**src/rtl/pts_pkg.sv**
```systemverilog
package pts_pkg;

    localparam int MAX_TASKS_DEF = 16;
    localparam int TICK_BITS_DEF = 32;

    localparam logic [2:0] FN_MAKE_READY = 3'd0;
    localparam logic [2:0] FN_YIELD      = 3'd1;
    localparam logic [2:0] FN_SLEEP      = 3'd2;
    localparam logic [2:0] FN_SELECT     = 3'd3;
    localparam logic [2:0] FN_TICK       = 3'd4;

    typedef struct packed {
        logic [2:0]         func;
        logic [3:0]         task_id;
        logic signed [7:0]  priority_req;
        logic [15:0]        sleep_ticks;
    } t_cmd;

    typedef struct packed {
        logic [3:0] selected_task;
        logic       selected_valid;
        logic       selected_timed_out;
        logic [4:0] woken_count;
        logic       switch_request;
    } t_res;

    typedef struct packed {
        logic              vld;
        logic [3:0]        id;
        logic signed [7:0] prio;
    } t_ent;

    typedef struct packed {
        logic ins;
        logic pop;
    } t_qctl;

endpackage

```
**src/rtl/pts_ready_cell.sv**
```systemverilog
module pts_ready_cell (
    input  logic           i_clk,
    input  logic           i_rst_n,
    input  pts_pkg::t_qctl i_ctl,
    input  pts_pkg::t_ent  i_new,
    input  pts_pkg::t_ent  i_prev,
    input  logic           i_prev_stay,
    input  pts_pkg::t_ent  i_next,
    output pts_pkg::t_ent  o_ent,
    output logic           o_stay
);
    import pts_pkg::*;

    t_ent r_ent;
    t_ent n_ent;

    assign o_stay = r_ent.vld && (r_ent.prio >= i_new.prio);
    assign o_ent  = r_ent;

    always_comb begin
        n_ent = r_ent;
        if (i_ctl.pop) begin
            n_ent = i_next;
        end else if (i_ctl.ins && !o_stay) begin
            n_ent = i_prev_stay ? i_new : i_prev;
        end
    end

    always_ff @(posedge i_clk) begin
        r_ent <= n_ent;
        if (!i_rst_n) begin
            r_ent.vld <= 1'b0;
        end
    end

endmodule

```
**src/rtl/pts_sleep_cell.sv**
```systemverilog
module pts_sleep_cell #(
    parameter int TICK_BITS = pts_pkg::TICK_BITS_DEF
) (
    input  logic                 i_clk,
    input  logic                 i_rst_n,
    input  pts_pkg::t_qctl       i_ctl,
    input  logic [TICK_BITS-1:0] i_tick,
    input  logic [TICK_BITS-1:0] i_dist,
    input  pts_pkg::t_ent        i_new,
    input  logic [TICK_BITS-1:0] i_new_wake,
    input  pts_pkg::t_ent        i_prev,
    input  logic [TICK_BITS-1:0] i_prev_wake,
    input  logic                 i_prev_stay,
    input  pts_pkg::t_ent        i_next,
    input  logic [TICK_BITS-1:0] i_next_wake,
    output pts_pkg::t_ent        o_ent,
    output logic [TICK_BITS-1:0] o_wake,
    output logic                 o_stay
);
    import pts_pkg::*;

    t_ent                 r_ent;
    t_ent                 n_ent;
    logic [TICK_BITS-1:0] r_wake;
    logic [TICK_BITS-1:0] n_wake;
    logic [TICK_BITS-1:0] wake_dist;

    assign wake_dist = r_wake - i_tick;
    assign o_stay    = r_ent.vld && (wake_dist <= i_dist);
    assign o_ent     = r_ent;
    assign o_wake    = r_wake;

    always_comb begin
        n_ent  = r_ent;
        n_wake = r_wake;
        if (i_ctl.pop) begin
            n_ent  = i_next;
            n_wake = i_next_wake;
        end else if (i_ctl.ins && !o_stay) begin
            n_ent  = i_prev_stay ? i_new : i_prev;
            n_wake = i_prev_stay ? i_new_wake : i_prev_wake;
        end
    end

    always_ff @(posedge i_clk) begin
        r_ent  <= n_ent;
        r_wake <= n_wake;
        if (!i_rst_n) begin
            r_ent.vld <= 1'b0;
        end
    end

endmodule

```
**src/rtl/priority_task_scheduler_with_sleep.sv**
```systemverilog
// Channel   Ports                  Handshake
// command   i_cmd                  taken when start is high and busy is low
// result    o_res                  one beat per command, marked by o_strobe
//
// Every command but tick gives its result on the cycle after it is taken.
// A tick starts a wake sweep: one cell-chain insert per woken sleeper,
// then the current task is requeued.
// Reset clears both chains, the timeout marks, the tick counter and the
// current task. The receiver cannot stall; busy is high only during a tick.
module priority_task_scheduler_with_sleep #(
    parameter int MAX_TASKS = pts_pkg::MAX_TASKS_DEF,
    parameter int TICK_BITS = pts_pkg::TICK_BITS_DEF
) (
    input  logic          i_clk,
    input  logic          i_rst_n,
    input  logic          start,
    input  pts_pkg::t_cmd i_cmd,
    output logic          busy,
    output logic          o_strobe,
    output pts_pkg::t_res o_res
);
    import pts_pkg::*;

    localparam logic S_IDLE = 1'b0;
    localparam logic S_WAKE = 1'b1;

    logic                 r_state;
    logic                 n_state;
    logic [TICK_BITS-1:0] r_tick;
    logic [TICK_BITS-1:0] n_tick;
    t_ent                 r_cur;
    t_ent                 n_cur;
    logic [15:0]          r_to;
    logic [15:0]          n_to;
    logic [4:0]           r_woken;
    logic [4:0]           n_woken;
    logic                 r_strobe;
    logic                 n_strobe;
    t_res                 r_res;
    t_res                 n_res;

    t_qctl                rq_ctl;
    t_ent                 rq_new;
    t_qctl                sq_ctl;
    t_ent                 sq_new;
    logic [TICK_BITS-1:0] sq_dist;
    logic [TICK_BITS-1:0] sq_wake_new;

    t_ent                 r_ent  [MAX_TASKS];
    logic                 r_stay [MAX_TASKS];
    t_ent                 s_ent  [MAX_TASKS];
    logic [TICK_BITS-1:0] s_wake [MAX_TASKS];
    logic                 s_stay [MAX_TASKS];

    logic                 acc;
    logic                 held;
    logic                 rfull;
    logic                 sfull;
    logic                 wake_now;

    localparam t_ent NULL_ENT = '{vld: 1'b0, id: 4'd0, prio: 8'sd0};

    for (genvar g = 0; g < MAX_TASKS; g++) begin : g_cells
        pts_ready_cell u_rc (
            .i_clk       (i_clk),
            .i_rst_n     (i_rst_n),
            .i_ctl       (rq_ctl),
            .i_new       (rq_new),
            .i_prev      ((g == 0) ? NULL_ENT : r_ent[(g == 0) ? 0 : g - 1]),
            .i_prev_stay ((g == 0) ? 1'b1 : r_stay[(g == 0) ? 0 : g - 1]),
            .i_next      ((g == MAX_TASKS - 1) ? NULL_ENT
                          : r_ent[(g == MAX_TASKS - 1) ? g : g + 1]),
            .o_ent       (r_ent[g]),
            .o_stay      (r_stay[g])
        );
        pts_sleep_cell #(.TICK_BITS(TICK_BITS)) u_sc (
            .i_clk       (i_clk),
            .i_rst_n     (i_rst_n),
            .i_ctl       (sq_ctl),
            .i_tick      (r_tick),
            .i_dist      (sq_dist),
            .i_new       (sq_new),
            .i_new_wake  (sq_wake_new),
            .i_prev      ((g == 0) ? NULL_ENT : s_ent[(g == 0) ? 0 : g - 1]),
            .i_prev_wake (s_wake[(g == 0) ? 0 : g - 1]),
            .i_prev_stay ((g == 0) ? 1'b1 : s_stay[(g == 0) ? 0 : g - 1]),
            .i_next      ((g == MAX_TASKS - 1) ? NULL_ENT
                          : s_ent[(g == MAX_TASKS - 1) ? g : g + 1]),
            .i_next_wake (s_wake[(g == MAX_TASKS - 1) ? g : g + 1]),
            .o_ent       (s_ent[g]),
            .o_wake      (s_wake[g]),
            .o_stay      (s_stay[g])
        );
    end

    assign busy     = (r_state == S_WAKE);
    assign acc      = start && !busy;
    assign rfull    = r_ent[MAX_TASKS-1].vld;
    assign sfull    = s_ent[MAX_TASKS-1].vld;
    assign wake_now = s_ent[0].vld && (s_wake[0] == r_tick);
    assign sq_dist  = (i_cmd.sleep_ticks == 16'd0) ? TICK_BITS'(1)
                                                   : TICK_BITS'(i_cmd.sleep_ticks);
    assign sq_wake_new = r_tick + sq_dist;

    always_comb begin
        held = r_cur.vld && (r_cur.id == i_cmd.task_id);
        for (int k = 0; k < MAX_TASKS; k++) begin
            held = held || (r_ent[k].vld && (r_ent[k].id == i_cmd.task_id))
                        || (s_ent[k].vld && (s_ent[k].id == i_cmd.task_id));
        end
    end

    always_comb begin
        n_state  = r_state;
        n_tick   = r_tick;
        n_cur    = r_cur;
        n_to     = r_to;
        n_woken  = r_woken;
        n_strobe = 1'b0;
        n_res    = '0;
        rq_ctl   = '0;
        rq_new   = r_cur;
        sq_ctl   = '0;
        sq_new   = r_cur;
        unique case (r_state)
            S_IDLE: begin
                if (acc) begin
                    n_strobe = 1'b1;
                    unique case (i_cmd.func)
                        FN_MAKE_READY: begin
                            rq_new = '{vld: 1'b1, id: i_cmd.task_id,
                                       prio: i_cmd.priority_req};
                            rq_ctl.ins = !held && !rfull
                                         && (32'(i_cmd.task_id) < 32'(MAX_TASKS));
                        end
                        FN_YIELD: begin
                            if (r_cur.vld) begin
                                rq_ctl.ins = !rfull;
                                n_cur.vld  = 1'b0;
                                n_res.switch_request = 1'b1;
                            end
                        end
                        FN_SLEEP: begin
                            if (r_cur.vld) begin
                                if (!sfull) begin
                                    sq_ctl.ins     = 1'b1;
                                    n_to[r_cur.id] = 1'b0;
                                end
                                n_cur.vld = 1'b0;
                                n_res.switch_request = 1'b1;
                            end
                        end
                        FN_SELECT: begin
                            if (r_ent[0].vld) begin
                                rq_ctl.pop = 1'b1;
                                n_cur      = r_ent[0];
                                n_res.selected_task      = r_ent[0].id;
                                n_res.selected_valid     = 1'b1;
                                n_res.selected_timed_out = r_to[r_ent[0].id];
                            end else begin
                                n_cur.vld = 1'b0;
                            end
                        end
                        FN_TICK: begin
                            n_strobe = 1'b0;
                            n_tick   = r_tick + TICK_BITS'(1);
                            n_woken  = '0;
                            n_state  = S_WAKE;
                        end
                        default: begin
                        end
                    endcase
                end
            end
            S_WAKE: begin
                if (wake_now) begin
                    sq_ctl.pop      = 1'b1;
                    rq_new          = s_ent[0];
                    rq_ctl.ins      = !rfull;
                    n_to[s_ent[0].id] = 1'b1;
                    if (r_woken != 5'd31) begin
                        n_woken = r_woken + 5'd1;
                    end
                end else begin
                    if (r_cur.vld) begin
                        rq_ctl.ins = !rfull;
                        n_cur.vld  = 1'b0;
                    end
                    n_strobe             = 1'b1;
                    n_res.woken_count    = r_woken;
                    n_res.switch_request = 1'b1;
                    n_state              = S_IDLE;
                end
            end
            default: begin
                n_state = S_IDLE;
            end
        endcase
    end

    always_ff @(posedge i_clk) begin
        r_cur.id   <= n_cur.id;
        r_cur.prio <= n_cur.prio;
        r_woken    <= n_woken;
        r_res      <= n_res;
        if (!i_rst_n) begin
            r_state   <= S_IDLE;
            r_tick    <= '0;
            r_cur.vld <= 1'b0;
            r_to      <= '0;
            r_strobe  <= 1'b0;
        end else begin
            r_state   <= n_state;
            r_tick    <= n_tick;
            r_cur.vld <= n_cur.vld;
            r_to      <= n_to;
            r_strobe  <= n_strobe;
        end
    end

    assign o_strobe = r_strobe;
    assign o_res    = r_res;

    a_cmd_result: assert property (@(posedge i_clk) disable iff (!i_rst_n)
        (start && !busy && i_cmd.func != FN_TICK) |=> o_strobe)
        else $error("missing result beat");

    a_wake_quiet: assert property (@(posedge i_clk) disable iff (!i_rst_n)
        (r_state == S_WAKE) |-> !o_strobe)
        else $error("result beat during wake sweep");

    a_sel_no_switch: assert property (@(posedge i_clk) disable iff (!i_rst_n)
        o_strobe |-> !(o_res.selected_valid && o_res.switch_request))
        else $error("select and switch together");

    a_ready_order: assert property (@(posedge i_clk) disable iff (!i_rst_n)
        (r_ent[0].vld && r_ent[1].vld) |-> (r_ent[0].prio >= r_ent[1].prio))
        else $error("ready head out of order");

endmodule

```
**config.mk**
```make
export PLATFORM = sky130hd
export DESIGN_NAME = priority_task_scheduler_with_sleep
export DESIGN_NICKNAME = d
export VERILOG_FILES = /design/src/rtl/pts_pkg.sv /design/src/rtl/pts_ready_cell.sv /design/src/rtl/pts_sleep_cell.sv /design/src/rtl/priority_task_scheduler_with_sleep.sv
export SDC_FILE = /design/constraint.sdc
export NUM_CORES = 2
export LEC_CHECK = 0
export BUFFER_PORTS_ARGS = -buffer_cell sky130_fd_sc_hd__buf_4
export CORE_MARGIN = 2
export CORE_UTILIZATION = 40
export DETAILED_ROUTE_END_ITERATION = 10
export PLACE_DENSITY = 0.6
export RECOVER_POWER = 50
export SLEW_MARGIN = 0
export SYNTH_ARGS = -nofsm -noshare
export SYNTH_HDL_FRONTEND = slang
export SYNTH_SLANG_ARGS = --single-unit
```
**constraint.sdc**
```tcl
create_clock -name i_clk -period 11.67 [get_ports i_clk]
set_clock_uncertainty 0.1 [all_clocks]
set_input_delay 1.167 -clock i_clk [delete_from_list [all_inputs] [get_ports i_clk]]
set_output_delay 1.167 -clock i_clk [all_outputs]
set_load 0.01 [all_outputs]
```
==> run_results.csv <==
group,metric,value,unit
status,status,"complete, but fails checks",
status,violations,"capacitance limit, slew limit",
synth,synth-seq-area-share,33.0,%
timing,finalMaxSlewViolations,1183,
timing,slew_headroom,-224,%
synth,synth_area,88100,um^2
detailed_routing,postRouteAntennaNets,0,
synth,yosysTopAreaCell,"edfxtp_1",
grt,antenna_found_initial,10,
run,cap_violations,35,
synth,synth_fp_nets,10685,
synth,async_reset_ff_share,0,%
clocking,cts.repair.resized,0,
floorplan,initial_core_util,40.2,%
critical_path,cp_num_buf_inv,4,
clocking,clkTransAtPathRegs,60,ps
clocking,cts_buffers,114,
finish,nets,10512,
finish,drive_gt1_share,5.39,%
timing,rsz0062_at_grt,"false",
timing,max_slew.worst_pin.slew,4860,ps
synth,synth_top_area_share,30.3,%
critical_path,setup.worst_path.start,"r_tick[23]",
clocking,hold_buffers,0,
pwr,power_frac_seq,48.8,%
detailed_routing,num_vias,80991,
synth,ys_types,110,
place,port_buffers,47,
finish,syn_to_final_growth,7.74,%
critical_path,reg2reg_from,"r_tick[23]",
pwr,switching_power,1.91,mW
grt,gr-total-overflow,0,
critical_path,critPathKind,"reg2reg",
timing,setup_tns,0,ps
synth,yosys_warnings,0,
synth,synthTopCellsByArea,"edfxtp_1, ha_1, mux2i_1",
clocking,post_cts_buffers,0,
grt,grt_first_pass_wirelength,521000,um
pwr,power_per_cell_area,84.6,nW/um^2
pwr,comb_power_share,4.5,%
detailed_routing,viasPerCell,6.43,
timing,setup_viol,0,
worst_hold_path,hp-class,"reg2reg",
floorplan,io_pins,48,
timing,period_share,86.1,%
synth,netlist_instances,9791,
critical_path,path_max_fanout,107,
grt,grt_usage,31.1,%
critical_path,crit_required,12200,ps
synth,synth_edf_count,889,
detailed_routing,route.detailed.drc,0,
place,place.gp.congestion,1.05,
floorplan,die_area,224000,um^2
clocking,clockRootBuffer,"clkbuf_16",
clocking,cts_tree,"yes",
finish,utilization,43.3,%
critical_path,start_kind,"flop",
critical_path,max_stage_delay,2170,ps
pwr,switching_share,23.8,%
pwr,p_int,6.12,mW
clocking,htreeDepth,3,
pwr,peakVddDrop,0.146,mV
synth,ys_ff_latch,1008,
critical_path,critical_path_arrival,10580,ps
pwr,leakage,40.0,nW
grt,grt_max_degree,227,
clocking,clock_latency,790,ps
floorplan,coreArea,219000,um^2
clocking,cts_sinks,1008,
critical_path,endpoint_kind,"flop",
timing,min_period,10050,ps
critical_path,cp_slowest_cell,"clkbuf_2",
floorplan,die_h,473,um
place,dp_hpwl,270000,um
synth,avgSynthCellArea,9.00,um^2
critical_path,crit_family,"simple AND/OR/NAND/NOR gates",
worst_hold_path,min-delay-start,"r_to[9]",
finish,final.fill_count,21282,
timing,clock.fmax,99.5,MHz
detailed_routing,firstDrtPassIters,8,
detailed_routing,drt_iter0_drc,9291,
grt,grt_pass1_vias,78638,
floorplan,rows,172,
timing,finalHoldViolCount,0,
synth,yosys_most_used_dff,"edfxtp_1",
critical_path,crit_chain,"inv_1, clkbuf_1, ha_1, nand4_1, nor3_1, nand4_1, inv_1, nand2_1, clkbuf_2, nand2_1, mux2i_1, a21o_1",
detailed_routing,routed_wl,363000,um
clocking,clock_path_buffers,3,
floorplan,fp.dieW,473,um
detailed_routing,wire_per_inst,28.8,um
pwr,finalPower,8.03,mW
pwr,p_clk_share,46.7,%
state kept, by name, summed over array words and instances, names as in the netlist:
name and flops:
r_tick 32, g_cells.u_sc.o_wake 512, o_strobe 1, g_cells.u_rc.o_ent 208, g_cells.u_sc.o_ent 208, busy 1, r_cur 13, o_res 12
r_to 16, r_woken 5
synthesized netlist by cell type (63+ instances only):
| cell type | number |
|---|---|
| a21o_1 | 496 |
| mux2_2 | 63 |
| inv_1 | 277 |
| nor2_1 | 730 |
| nand2b_1 | 103 |
| nor3_1 | 134 |
| nor2b_1 | 107 |
| and3_1 | 78 |
| xnor2_1 | 257 |
| nand3_1 | 156 |
| dfxtp_1 | 119 |
| o21ai_1 | 71 |
| clkbuf_1 | 387 |
| edfxtp_1 | 889 |
| a211oi_1 | 86 |
| o21ai_0 | 640 |
| a31oi_1 | 99 |
| nand2_1 | 1109 |
| xor2_1 | 208 |
| mux2i_1 | 824 |
| a21oi_1 | 831 |
| ha_1 | 844 |
| o21a_1 | 96 |
| o211ai_1 | 70 |
| nand4_1 | 151 |
routing by layer:
metal,wire (um),vias up,GRT usage (%)
met5,33,-,0
met4,21700,4,16.6
met3,33100,929,5.30
met2,166000,4320,50.8
met1,142000,39527,39.1
li1,-,36211,-
logic make-up (layout without fill, tap and decap cells):
group / Yosys count / after routing / synth area share, %
buffers and inverters: 804 / 732 / 3.85
XOR/XNOR: 465 / 465 / 4.62
AND/OR/NAND/NOR: 2865 / 2865 / 15.0
AO/OA/AOI/OAI: 2897 / 2897 / 20.8
adder cells (fa/ha/maj): 860 / 860 / 12.4
other: 0 / 9 / 0
flip-flops: 1008 / 1008 / 33.0
multiplexers: 892 / 892 / 10.3
placed cells by master (no fill, tap or decap), drive strengths merged, types with 25 or more instances in the layout:
cell type     n
a2111oi      25
a211oi       89
a21boi       25
a21o        496
a21oi       831
a221oi       31
a22oi        25
a31oi        99
and2         47
and3         79
buf         186
clkbuf      223
clkinv       33
dfxtp       119
edfxtp      889
ha          844
inv         282
mux2         63
mux2i       824
nand2      1109
nand2b      103
nand3       157
nand4       151
nor2        730
nor2b       107
nor3        135
nor3b        25
nor4         50
o2111ai      31
o211ai       71
o21a         96
o21ai       713
o21bai       62
o221ai       28
o31ai        37
or2          28
or3          46
xnor2       257
xor2        208
power by group through the flow:
stage | logic, mW | clock network [mW] | registers, mW
final | 0.361 | 3.75 | 3.92
after global routing | 0.389 | 3.91 | 3.92
after detailed placement | 0.352 | 0 | 4.00
after floorplan | 0.215 | 0 | 3.99
after CTS | 0.354 | 3.79 | 3.92
after global placement | 0.342 | 0 | 3.99
area by class of cell:
type | instances | area, um^2 | share of cell area [%]
multi-input cells | 7979 | 55700 | 58.7
clock inverters | 43 | 458 | 0.483
clock buffers | 174 | 3350 | 3.53
repair buffers | 235 | 1620 | 1.71
flip-flops and latches | 1008 | 29100 | 30.6
well taps | 2871 | 3590 | 3.79
diodes | 9 | 22.5 | 0.0237
inverters | 280 | 1060 | 1.12
worst register-to-register path: stages (launching register included):
cell	delay (ps)
dfxtp_1	370
inv_1	80
clkbuf_1	1450
ha_1	600
nand4_1	480
nor3_1	90
nand4_1	530
inv_1	140
nand2_1	1630
clkbuf_2	2190
nand2_1	1400
mux2i_1	750
a21o_1	140
stage by stage:
stage / cells / hold WS [ps] / instance area, um^2 / setup slack, ps
final: 12599 / 378 / 94900 / 1620
after global routing: 12591 / 389 / 94900 / 1470
after CTS: 12590 / 372 / 95200 / 3470
after detailed placement: 12373 / 364 / 91400 / 3490
after global placement: 12373 / 360 / 91400 / 3540
after floorplan: 9791 / 324 / 88100 / 3330
path summary, 6_finish.rpt:
| check | cells after the start | slack, ps | end |
|---|---|---|---|
| min | 2 | 380 | r_to[9] |
| min reg2reg | 2 | 380 | r_to[9] |
| max | 12 | 1620 | g_cells[10].u_sc.o_wake[25] |
| max reg2reg | 12 | 1620 | g_cells[10].u_sc.o_wake[25] |
(Power assumes the default switching activity.)
